**src/rtl/sbp_pkg.sv**
```systemverilog
// Package: payload types and result codes of the servo bus packet parser.
`default_nettype none
package sbp_pkg;

  localparam logic [7:0] HDR_BYTE = 8'hFF;
  localparam logic [7:0] BCAST_ID = 8'd254;

  localparam logic [2:0] EV_NONE   = 3'd0;
  localparam logic [2:0] EV_PARAM  = 3'd1;
  localparam logic [2:0] EV_ACCEPT = 3'd2;
  localparam logic [2:0] EV_CSUM   = 3'd3;
  localparam logic [2:0] EV_REJECT = 3'd4;

  typedef struct packed {
    logic [7:0] rx_byte;
  } in_item_t;

  typedef struct packed {
    logic [2:0] event_res;
    logic [7:0] packet_id;
    logic       is_broadcast;
    logic [7:0] instruction_code;
    logic [5:0] param_index;
    logic [7:0] param_byte;
    logic [5:0] param_total;
    logic [7:0] skip_count;
  } out_item_t;

endpackage
`default_nettype wire

```
**src/rtl/sbp_stream_if.sv**
```systemverilog
// Interface: valid/ready stream channel carrying one payload beat.
`default_nettype none
interface sbp_stream_if #(
  parameter type payload_t = logic [7:0]
);
  logic     valid;
  logic     ready;
  payload_t data;

  modport source (output valid, output data, input ready);
  modport sink   (input valid, input data, output ready);
endinterface
`default_nettype wire

```
**src/rtl/servo_bus_packet_parser.sv**
```systemverilog
// Top level: byte-stream packet framer for the servo bus (header, id, length, params, checksum).
//
//   channel | dir | beat                         | handshake
//   in_chan | in  | sbp_pkg::in_item_t  (1 byte) | valid/ready
//   out_chan| out | sbp_pkg::out_item_t (event)  | valid/ready
//   cfg     | in  | device_id                    | cfg_we, no ready
//
// One result beat per input beat; out_chan.valid rises in the cycle after acceptance.
// A beat is taken every cycle while the result register is empty or being drained.
// in_chan.ready drops only while a result is held with out_chan.ready low.
// Synchronous active-low reset clears the parse state; device_id resets to 1.
`default_nettype none
module servo_bus_packet_parser #(
  parameter int RX_BUFFER_SIZE = 64
) (
  input  wire logic        clk,
  input  wire logic        rst_n,
  sbp_stream_if.sink       in_chan,
  sbp_stream_if.source     out_chan,
  input  wire logic        cfg_we,
  input  wire logic [7:0]  cfg_wdata
);
  import sbp_pkg::*;

  localparam int CNT_W = (RX_BUFFER_SIZE > 2) ? $clog2(RX_BUFFER_SIZE) : 1;

  localparam logic [2:0] PH_FIRST  = 3'd0;
  localparam logic [2:0] PH_SECOND = 3'd1;
  localparam logic [2:0] PH_ID     = 3'd2;
  localparam logic [2:0] PH_LENGTH = 3'd3;
  localparam logic [2:0] PH_INSTR  = 3'd4;
  localparam logic [2:0] PH_PARAMS = 3'd5;

  logic [7:0]       device_id_r;
  logic [2:0]       phase_r, phase_nxt;
  logic [7:0]       id_r, id_nxt;
  logic [CNT_W-1:0] total_r, total_nxt;
  logic [7:0]       instr_r, instr_nxt;
  logic [CNT_W-1:0] seen_r, seen_nxt;
  logic [7:0]       sum_r, sum_nxt;

  logic             out_valid_r;
  out_item_t        out_data_r, out_data_nxt;

  logic             in_fire;
  logic [7:0]       c;
  logic [2:0]       ev;
  logic [7:0]       pbyte, skip;
  logic [CNT_W-1:0] pidx;
  logic [7:0]       pidx_w, total_w;
  logic             len_ok;

  assign in_chan.ready  = !out_valid_r || out_chan.ready;
  assign in_fire        = in_chan.valid && in_chan.ready;
  assign out_chan.valid = out_valid_r;
  assign out_chan.data  = out_data_r;
  assign c              = in_chan.data.rx_byte;

  assign len_ok = ((id_r == BCAST_ID) || (id_r == device_id_r)) && (c > 8'd1) &&
                  ({1'b0, c} < 9'(RX_BUFFER_SIZE));

  always_comb begin
    phase_nxt = phase_r;
    id_nxt    = id_r;
    total_nxt = total_r;
    instr_nxt = instr_r;
    seen_nxt  = seen_r;
    sum_nxt   = sum_r;
    ev        = EV_NONE;
    pidx      = '0;
    pbyte     = 8'd0;
    skip      = 8'd0;
    unique case (phase_r)
      PH_FIRST: begin
        if (c == HDR_BYTE) phase_nxt = PH_SECOND;
      end
      PH_SECOND: begin
        phase_nxt = (c == HDR_BYTE) ? PH_ID : PH_FIRST;
      end
      PH_ID: begin
        if (c != HDR_BYTE) begin
          id_nxt    = c;
          phase_nxt = PH_LENGTH;
        end
      end
      PH_LENGTH: begin
        if (len_ok) begin
          total_nxt = CNT_W'(c - 8'd2);
          seen_nxt  = '0;
          sum_nxt   = id_r + c;
          phase_nxt = PH_INSTR;
        end else begin
          ev        = EV_REJECT;
          skip      = c;
          phase_nxt = PH_FIRST;
        end
      end
      PH_INSTR: begin
        instr_nxt = c;
        sum_nxt   = sum_r + c;
        phase_nxt = PH_PARAMS;
      end
      PH_PARAMS: begin
        if (seen_r >= total_r) begin
          if (c == ~sum_r) begin
            ev        = EV_ACCEPT;
            phase_nxt = PH_FIRST;
          end else begin
            ev        = EV_CSUM;
            phase_nxt = (c == HDR_BYTE) ? PH_SECOND : PH_FIRST;
          end
        end else begin
          ev       = EV_PARAM;
          pidx     = seen_r;
          pbyte    = c;
          seen_nxt = seen_r + CNT_W'(1);
          sum_nxt  = sum_r + c;
        end
      end
      default: begin
        phase_nxt = PH_FIRST;
      end
    endcase
  end

  assign pidx_w  = 8'(pidx);
  assign total_w = 8'(total_nxt);

  always_comb begin
    out_data_nxt.event_res        = ev;
    out_data_nxt.packet_id        = id_nxt;
    out_data_nxt.is_broadcast     = (id_nxt == BCAST_ID);
    out_data_nxt.instruction_code = instr_nxt;
    out_data_nxt.param_index      = pidx_w[5:0];
    out_data_nxt.param_byte       = pbyte;
    out_data_nxt.param_total      = total_w[5:0];
    out_data_nxt.skip_count       = skip;
  end

  always_ff @(posedge clk) begin
    if (!rst_n) begin
      device_id_r <= 8'd1;
      phase_r     <= PH_FIRST;
      id_r        <= 8'd0;
      total_r     <= '0;
      instr_r     <= 8'd0;
      seen_r      <= '0;
      sum_r       <= 8'd0;
      out_valid_r <= 1'b0;
    end else begin
      if (cfg_we) device_id_r <= cfg_wdata;
      if (in_fire) begin
        phase_r <= phase_nxt;
        id_r    <= id_nxt;
        total_r <= total_nxt;
        instr_r <= instr_nxt;
        seen_r  <= seen_nxt;
        sum_r   <= sum_nxt;
      end
      if (in_fire) begin
        out_valid_r <= 1'b1;
      end else if (out_chan.ready) begin
        out_valid_r <= 1'b0;
      end
    end
  end

  always_ff @(posedge clk) begin
    if (in_fire) out_data_r <= out_data_nxt;
  end

endmodule
`default_nettype wire

```
**src/flat_wrapper.sv**
```systemverilog
// flat-port wrapper written by rule: the top's interface ports become plain ports
module servo_bus_packet_parser_flat import sbp_pkg::*;
#(
  parameter int RX_BUFFER_SIZE = 64
)
  (clk, rst_n, cfg_we, cfg_wdata, in_chan_valid, in_chan_data, in_chan_ready, out_chan_valid, out_chan_data, out_chan_ready);
  sbp_stream_if #(.payload_t(in_item_t)) in_chan_i ();
  sbp_stream_if #(.payload_t(out_item_t)) out_chan_i ();
  input  wire logic clk;
  input  wire logic rst_n;
  input  wire logic cfg_we;
  input  wire logic [7:0] cfg_wdata;
  input wire logic [$bits(in_chan_i.valid)-1:0] in_chan_valid;
  input wire logic [$bits(in_chan_i.data)-1:0] in_chan_data;
  output wire logic [$bits(in_chan_i.ready)-1:0] in_chan_ready;
  output wire logic [$bits(out_chan_i.valid)-1:0] out_chan_valid;
  output wire logic [$bits(out_chan_i.data)-1:0] out_chan_data;
  input wire logic [$bits(out_chan_i.ready)-1:0] out_chan_ready;
  assign in_chan_i.valid = in_chan_valid;
  assign in_chan_i.data = in_chan_data;
  assign in_chan_ready = in_chan_i.ready;
  assign out_chan_valid = out_chan_i.valid;
  assign out_chan_data = out_chan_i.data;
  assign out_chan_i.ready = out_chan_ready;
  servo_bus_packet_parser #(.RX_BUFFER_SIZE(RX_BUFFER_SIZE)) u_core (.clk(clk), .rst_n(rst_n), .in_chan(in_chan_i), .out_chan(out_chan_i), .cfg_we(cfg_we), .cfg_wdata(cfg_wdata));
endmodule
```
**config.mk**
```make
export PLATFORM = sky130hd
export DESIGN_NAME = servo_bus_packet_parser_flat
export DESIGN_NICKNAME = d
export VERILOG_FILES = /design/src/rtl/sbp_pkg.sv /design/src/rtl/sbp_stream_if.sv /design/src/rtl/servo_bus_packet_parser.sv /design/src/flat_wrapper.sv
export SDC_FILE = /design/constraint.sdc
export NUM_CORES = 1
export LEC_CHECK = 0
export BUFFER_PORTS_ARGS = -buffer_cell sky130_fd_sc_hd__buf_2
export CAP_MARGIN = 20
export CORE_UTILIZATION = 40
export CTS_CLUSTER_SIZE = 40
export DETAILED_ROUTE_END_ITERATION = 6
export HOLD_SLACK_MARGIN = 0.02
export SLEW_MARGIN = 20
export SYNTH_ARGS = -nofsm -noshare
export SYNTH_HDL_FRONTEND = slang
export SYNTH_SLANG_ARGS = --single-unit
```
**constraint.sdc**
```tcl
create_clock -name clk -period 3.25 [get_ports clk]
set_clock_uncertainty 0.05 [all_clocks]
set_input_delay 0 -clock clk [delete_from_list [all_inputs] [get_ports clk]]
set_output_delay 0 -clock clk [all_outputs]
set_load 0.005 [all_outputs]
```
# After elaboration in Yosys (flattened, before gate mapping)
# Index checks and enable logic that the tools add are counted.
# classes
reduce_logical,15
eq_ne,16
bitwise_logic,3
n_lt_le_gt_ge,3
add_sub_neg,4
n_mux,25
# op_table
cell,n
8-bit two-way mux,5
"8-bit equality test, second input constant",3
6-bit two-way mux,4
8-bit one-hot mux with 3 select lines,1
3-bit two-way mux,6
3-bit one-hot mux with 6 select lines,1
8-bit adder,2
8-bit equality test,2
6-bit one-hot mux with 2 select lines,1
4-bit AND reduction,3
"8-bit by 1-bit greater-than comparator with 1-bit output, second input constant",1
"8-bit by 7-bit less-than comparator with 1-bit output, second input constant",1
"2-bit by 1-bit inequality test with 1-bit output, second input constant",4
"8-bit inequality test, second input constant",1
8-bit inverter,1
"6-bit by 1-bit adder with 6-bit output, second input constant",1
"3-bit by 2-bit equality test with 1-bit output, second input constant",2
"3-bit equality test, second input constant",2
6-bit >= comparator,1
3-bit one-hot mux with 2 select lines,1
"6-bit by 2-bit subtractor with 6-bit output, second input constant",1
1-bit two-way mux,4
2-bit two-way mux,2
2-bit nonzero test,2
9 further kinds,14
# totals
output_inout_bits,50
input_bits,21
reg_bits,96

# Longest topological paths before layout
# Gate-level depths: netlist of run 1.
# logic_depth
word_depth,6
depth_mapped,13
depth_no_buf,11

# Least setup slack after synthesis of run 1
# No wires, ideal clock.
# synth_path
path_type,register to register
start,register u_core.out_valid_r (netlist: u_core.out_chan.valid)
end,register u_core.phase_r[1]
setup_time_ns,0.072
path_stages_with_launch,7
arrival_ns,2.529
slack_ns,0.598
n_path_buf,1
period_less_slack_ns,2.652
cell_sequence,dfxtp_1 > nand2b_1 > nand2_1 > clkinv_1 > clkbuf_1 > a32oi_1 > nor2_1
# synth_between
elab_chain_cells,4
# synth_rtl
element,line,source
"start, declared",servo_bus_packet_parser.sv:42,logic out_valid_r;
"start signal, assigned",servo_bus_packet_parser.sv:149,out_valid_r <= 1'b0;
"start signal, assigned",servo_bus_packet_parser.sv:161,out_valid_r <= 1'b1;
"start signal, assigned",servo_bus_packet_parser.sv:163,out_valid_r <= 1'b0;
1-bit logical NOT,servo_bus_packet_parser.sv:53,assign in_chan.ready = !out_valid_r || out_chan.ready;
1-bit logical OR,servo_bus_packet_parser.sv:53,
via in_chan_ready,flat_wrapper.sv:15,output wire logic [$bits(in_chan_i.ready)-1:0] in_chan_ready;
1-bit logical AND,servo_bus_packet_parser.sv:54,assign in_fire = in_chan.valid && in_chan.ready;
via u_core.in_fire,servo_bus_packet_parser.sv:45,logic in_fire;
4-bit AND reduction (no source line),-,
"end signal, assigned",servo_bus_packet_parser.sv:153,phase_r <= phase_nxt;
"end, declared",servo_bus_packet_parser.sv:35,"logic [2:0] phase_r, phase_nxt;"
# The timed path passes the listed nets, and every way through them passes these cells.
# A chain may end at the register's enable or synchronous reset.

# Final worst setup path of run 1
# layout_path
start,register u_core.phase_r[2]
end,register u_core.sum_r[7]
# layout_between
elab_chain_cells,3
word_cells_on_any_way,8
classes_between,eq/ne: 5; mux: 1; reduce/logical: 2
# layout_rtl
element,line,source
3-bit equality test / 3-bit by 2-bit equality test with 1-bit output (equally long branches),servo_bus_packet_parser.sv:73,unique case (phase_r)
"2-bit inequality test (no source line), or another cell as far along",-,
4-bit AND reduction (no source line),-,
"end signal, assigned",servo_bus_packet_parser.sv:158,sum_r <= sum_nxt;
"end, declared",servo_bus_packet_parser.sv:40,"logic [7:0] sum_r, sum_nxt;"
# Parallel ways exist; a longest one is shown, timed or not.

==> results of run 1 <==
worst max-delay path: stages, from the launching register on:
cell and delay (ns):
sky130_fd_sc_hd__dfxtp_1 0.53, sky130_fd_sc_hd__nand2b_1 0.28, sky130_fd_sc_hd__nand2_1 0.14, sky130_fd_sc_hd__nand2_1 0.06
sky130_fd_sc_hd__ha_1 0.32, sky130_fd_sc_hd__and3_1 0.20, sky130_fd_sc_hd__a221oi_1 0.37, sky130_fd_sc_hd__o21ai_0 0.18
sky130_fd_sc_hd__xnor2_1 0.15, sky130_fd_sc_hd__mux2i_1 0.13, sky130_fd_sc_hd__nor2_1 0.05
worst paths after layout:
check	endpoint	slack [ns]
max	u_core.sum_r[7]	0.66
min	u_core.device_id_r[2]	0.03
max reg2reg	u_core.sum_r[7]	0.66
min reg2reg	u_core.instr_r[2]	0.40
flip-flops by register name (all words and copies together), names as in the netlist:
signal / cells
u_core.seen_r: 6
u_core.phase_r: 3
u_core.out_chan.data: 48
u_core.id_r: 8
u_core.out_chan.valid: 1
u_core.sum_r: 8
u_core.total_r: 6
u_core.instr_r: 8
u_core.device_id_r: 8
area by class of cell:
cell class	count	area, sq um	area share (%)
multi-input cells	310	2155	38.39
well taps	143	178.9	3.188
clock inverters	5	78.83	1.405
inverters	11	41.29	0.7358
clock buffers	11	242.7	4.326
flip-flops and latches	96	2402	42.81
repair buffers	87	513.0	9.142
cell usage in the layout, fill, tap and decap left out, drive strengths merged, types with 3 or more instances in the layout:
| master | n |
|---|---|
| nand4 | 6 |
| a21o | 5 |
| dlygate4sd3 | 14 |
| o31ai | 6 |
| mux2i | 11 |
| nor4 | 3 |
| nor3 | 5 |
| a211oi | 3 |
| dfxtp | 48 |
| nor2 | 25 |
| ha | 16 |
| o221a | 9 |
| buf | 73 |
| edfxtp | 48 |
| xor2 | 22 |
| inv | 12 |
| or3 | 5 |
| clkbuf | 11 |
| nand2 | 60 |
| a21oi | 26 |
| mux2 | 10 |
| xnor2 | 3 |
| o22a | 7 |
| o21ai | 14 |
| nand2b | 6 |
| or2 | 3 |
| and2 | 22 |
| nand3 | 11 |
report_power, final:
group          total [mW]  switching, mW  internal, mW
logic               0.175          0.108        0.0671
clock network        1.15          0.450         0.696
registers            1.31         0.0106          1.30
routing by layer:
layer  track usage (%)  part of all wire (%)  vias up
met5                 0                     0        -
met4             6.400                  0.98        0
met3             4.429                   6.0        7
met2             29.86                    47      112
met1             24.33                    46     1715
li1                  -                     -     1741
cell families after synthesis:
kind of cell    Yosys count  share of synthesized area, %
xor+xnor                 25                         4.620
buf+inv                  38                         3.854
fa+ha+maj                17                         4.646
compound gates           90                         14.36
mux                      21                         4.699
flops                    96                         50.69
simple gates            157                         17.13
==> run metrics, run 1 <==
worst hold margin=0.03199 ns; Remaining DRCs=0; number of nets at the end of the flow=553; Final Core Density=48.94%; Placed Instance Area=0.005150 sq mm; Post-synth EDFFs=48; largest vdd supply drop=300.8 uV; detail-routed via count per cell=5.392; Pwr Density=469.2 mW/mm^2; number of filler instances in the final layout=1073; clock root buffer=sky130_fd_sc_hd__clkbuf_16; Yosys top cell area share=30.41%; final hold vios=0; r2r worst-path depth=10; die height=110.9 um; cell row count=39; flop and latch count out of synthesis=96; initial antenna violation count=0; Seq/Total Area, Yosys=50.69%; pre-CTS WS=0.6794 ns; DR WL/cell=16.42 um; number of global-route vias before repair=3474; source-to-sink clock delay at the later pin of the worst-skew pair=0.35 ns; startpoint of the worst register-to-register path=u_core.phase_r[2]; number of search-and-repair iterations in the first detailed-routing pass=5; cell types with the largest area share after synthesis=sky130_fd_sc_hd__edfxtp_1, sky130_fd_sc_hd__dfxtp_1, sky130_fd_sc_hd__nand2_1; number of buffers inserted by hold repair at cts=14; Cells on Worst Hold Path=3; fraction of layout instances using a drive strength above 1=24.42%; effective utilization at floorplan=41.33%; # H-tree levels=3; Max Buffers Root-to-Sink=2; post-CTS clock slew at the launch and capture registers of the worst setup and hold paths=0.07 ns; setup slack after layout=0.6630 ns; DR vias=3575; TritonCTS clock tree=yes; clock tree sinks=96; area of the die=0.01229 sq mm; largest fanout of any net on the critical path=13; cells resized by post-CTS repair=0; Floorplan Core Area=0.01147 sq mm; outcome=finished clean; number of cells after detailed placement=633; Highest Clock Rate=386.5 MHz; RSZ-0062 raised after global routing=false; crit start category=flop; die extent in x=110.9 um; post-synthesis instance total=444; Final Non-Filler Cells=663; number of setup violations in the final report=0; Arr. time, crit path=2.76 ns; start-to-end type of the worst setup path=flop to flop; main flop type after synthesis=sky130_fd_sc_hd__edfxtp_1; number of diodes=0; buffers added on ports=70; I/O pin cnt=71; largest net degree at the start of global routing=54; post-detailed-placement half-perimeter wirelength=7336 um; first-pass GRT wire length=17950 um; Layout Cell Area excl Fill=0.005612 sq mm; final weighted congestion of routability-driven global placement=0.8374; max-cap check violation count=0; buffers inserted by post-CTS timing repair=0; startpoint of the most critical hold path=cfg_we; critical path capture point type=flop; count of cell types in the netlist=68; Congestion Overflow GR=0; GRT Resource Usage Total=18.53%; total clock buffers created by CTS=9; Syn. warnings=0; Antenna Violating Nets Remaining=0; number of max-slew violations in the final report=0; initial detailed-routing violation count=184; area leader, netlist=sky130_fd_sc_hd__edfxtp_1; share of flip-flops with an asynchronous set or reset=0%; Slew @ Worst Pin=0.6502 ns; time the worst path needs with I/O delays and setup=2.587 ns; total leakage power=2.320 nW; wirelength, routed=10890 um; required time of the critical path=3.42 ns; most frequent cells after synthesis=sky130_fd_sc_hd__nand2_1, sky130_fd_sc_hd__dfxtp_1, sky130_fd_sc_hd__edfxtp_1, sky130_fd_sc_hd__a21oi_1, sky130_fd_sc_hd__nor2_1; mean area per synthesized cell=10.67 sq um; Total Power Consumption=2.633 mW; fin crit share=79.60%; type of the most critical hold path=primary input to flop; setup TNS=0 ns; Area growth syn-to-layout=18.40%; post-synth design cell area=0.004740 sq mm; Worst slew margin=55.53%; Critical Path Start=u_core.phase_r[2]; syn_nets=482; most frequent cell after synthesis=sky130_fd_sc_hd__nand2_1
Power figures use the tool's default switching activity.
==> inputs of run 2 (changes only) <==
==> constraint.sdc (replaced) <==
create_clock -name clk -period 2.1 [get_ports clk]
set_clock_uncertainty 0.05 [all_clocks]
set_input_delay 0 -clock clk [delete_from_list [all_inputs] [get_ports clk]]
set_output_delay 0 -clock clk [all_outputs]
set_load 0.005 [all_outputs]
==> run 2 against run 1 <==
Net effect: highest routed layer unchanged; worst setup slack got worse by 0.66 ns; the run now ends with negative setup slack left; non-clock buffer count rose by 66; power up 55%; die area stayed put; cell area is 14% higher; wire length grew 8.4%; sequential cell count is the same; clock-buffer cell count is 2 higher.
==> run metrics, run 2 (synthesis gave the netlist of run 1 again) <==
Clk pwr share=42.3% (-1.2 points); Layout Cell Area excl Fill=0.006390 sq mm (+14%); end of the worst register-to-register path=u_core.out_chan.data[12]; die extent in x=110.9 um (unchanged); Final Non-Filler Cells=730 (+10%); cell row count=39 (unchanged); # H-tree levels=3 (unchanged); clock tree sinks=96 (unchanged); required time of the critical path=2.14 ns (-1.28 ns); detail-routed via count per cell=5.216 (-3.3%); DR WL/cell=16.18 um (-1.5%); worst hold margin=0.03836 ns (+0.006364 ns); largest fanout of any net on the critical path=7 (-6); number of global-route vias before repair=3665 (+5.5%); Congestion Overflow GR=0 (unchanged); Placed Instance Area=0.005580 sq mm (+8.4%); I/O pin cnt=71 (unchanged); Cells on Worst Hold Path=3 (unchanged); Remaining DRCs=0 (unchanged); RSZ-0062 raised after global routing=true; start-to-end type of the worst setup path=flop to flop; effective utilization at floorplan=41.33% (unchanged); largest vdd supply drop=579.8 uV (+93%); clock root buffer=sky130_fd_sc_hd__clkbuf_16; startpoint of the worst register-to-register path=u_core.id_r[4]; time the worst path needs with I/O delays and setup=2.100 ns (-0.4866 ns); number of search-and-repair iterations in the first detailed-routing pass=4 (-1); post-detailed-placement half-perimeter wirelength=8056 um (+9.8%); DR vias=3808 (+6.5%); area of the die=0.01229 sq mm (unchanged); number of max-slew violations in the final report=0 (unchanged); Max Buffers Root-to-Sink=2 (unchanged); startpoint of the most critical hold path=cfg_we; wirelength, routed=11810 um (+8.4%); total clock buffers created by CTS=9 (unchanged); Worst slew margin=68.80% (+13 points); fraction of layout instances using a drive strength above 1=38.67% (+14 points); r2r worst-path depth=6 (-4); type of the most critical hold path=primary input to flop; number of nets at the end of the flow=620 (+12%); fin crit share=100.0% (+20 points); first-pass GRT wire length=18620 um (+3.7%); buffers added on ports=70 (unchanged); Floorplan Core Area=0.01147 sq mm (unchanged); Seq pwr share=49.8% (about the same); crit start category=flop; post-CTS clock slew at the launch and capture registers of the worst setup and hold paths=0.06 ns (about the same); hold endpoint=u_core.device_id_r[4]; Slew @ Worst Pin=0.4679 ns (-0.1822 ns); initial detailed-routing violation count=198 (+7.6%); total leakage power=2.703 nW (+17%); Worst R2R Setup Slack=-0.0004 ns (-0.66 ns); number of cells after detailed placement=689 (+8.8%); die height=110.9 um (unchanged); commonest non-fill, non-tap cell in the layout=sky130_fd_sc_hd__buf_2; Highest Clock Rate=476.1 MHz (+23%); Switching Power=0.8769 mW (+54%); Arr. time, crit path=2.14 ns (-0.62 ns); final weighted congestion of routability-driven global placement=0.8335 (-0.47%); critical path capture point type=flop; Switching Fraction=21.51% (-0.087 points); setup slack after layout=-0.0003828 ns (-0.6634 ns); final hold vios=0 (unchanged); flip-flop count of the largest register after layout=48 (unchanged); Area growth syn-to-layout=34.82%; TritonCTS clock tree=yes; GRT Resource Usage Total=19.28% (+0.75 points); sum of routed wire segments on met1=5528 um (+11%); outcome=complete, but fails checks; violations in the final reports=negative setup slack; source-to-sink clock delay at the later pin of the worst-skew pair=0.34 ns (about the same); max-cap check violation count=0 (unchanged); Antenna Violating Nets Remaining=0 (unchanged); part of the power in combinational logic=8.0% (+1.3 points); number of diodes=0 (unchanged); top sig layer=met4; largest net degree at the start of global routing=37 (-31%); wire length on met2=5668 um (+9.9%); Detail Route met3 WL=463 um (-29%); Pwr Density=638.1 mW/mm^2 (+36%); number of setup violations in the final report=1 (+1); Internal=3.201 mW (+55%); most frequent cells in the layout=sky130_fd_sc_hd__buf_2, sky130_fd_sc_hd__buf_4, sky130_fd_sc_hd__nand2_1; initial antenna violation count=0 (unchanged)
==> run 2: worst max path at each step <==
stage	from	endpoint	slack (ns)	cells after the start
3_5_place_dp	u_core.phase_r[2]	u_core.sum_r[7]	-0.17	10
2_1_floorplan	u_core.phase_r[2]	u_core.sum_r[7]	-0.09	12
3_3_place_gp	u_core.phase_r[2]	u_core.sum_r[7]	-0.12	10
6_report	u_core.id_r[4]	u_core.out_chan.data[12]	-0.0004	6
5_1_grt	u_core.phase_r[2]	u_core.sum_r[6]	-0.14	12
4_1_cts	u_core.phase_r[2]	u_core.sum_r[7]	-0.06	10
==> run 2: cell type report <==
class / instances / area (sq um)
fill: 957 / 5077
multi-input combinational: 311 / 2425
sequential: 96 / 2410
timing repair buffer: 153 / 1026
clock buffer: 13 / 240.2
tap: 143 / 178.9
clock inverter: 3 / 68.82
inverter: 11 / 41.29
==> run 2: power by group through the flow <==
stage                     logic [mW]  clock network (mW)  registers (mW)
after floorplan                0.135                   0            2.08
after global placement         0.280                   0            2.07
after detailed placement       0.284                   0            2.07
after CTS                      0.308                1.77            2.03
after global routing           0.352                1.85            2.03
final                          0.324                1.72            2.03
==> run 2: through the flow <==
step / utilization (%) / TNS (ns) / power (mW) / setup slack, ns
6_report: 55.72 / -0.0003828 / 4.078 / -0.0003828
5_1_grt: 55.72 / -0.5098 / 4.232 / -0.1357
4_1_cts: 53.14 / -0.07361 / 4.106 / -0.06055
3_5_place_dp: 48.66 / -0.7118 / 2.357 / -0.1714
3_3_place_gp: 48.66 / -0.2316 / 2.352 / -0.1159
2_1_floorplan: - / -0.1267 / 2.214 / -0.08928
==> run 2: layer usage <==
metal	track usage, %	vias to the layer above
li1	-	1883
met1	26.43	1844
met2	30.43	71
met3	4.374	10
met4	5.600	0
met5	0	-
==> run 2: repair_timing <==
action,4_1_cts,5_1_grt
pin swaps,4,23
buffers inserted,3,8
hold endpoints to repair,10,0
hold buffers,13,0
gates cloned,0,1
gates resized for setup,11,42
endpoints found under the setup margin,12,24
==> run 2: critical path: stages, from the launching register on <==
cell and delay, ns:
sky130_fd_sc_hd__dfxtp_2 0.35, sky130_fd_sc_hd__xor2_1 0.16, sky130_fd_sc_hd__nor4_2 0.29, sky130_fd_sc_hd__buf_4 0.17
sky130_fd_sc_hd__a21oi_2 0.08, sky130_fd_sc_hd__or3_4 0.45, sky130_fd_sc_hd__mux2_2 0.30
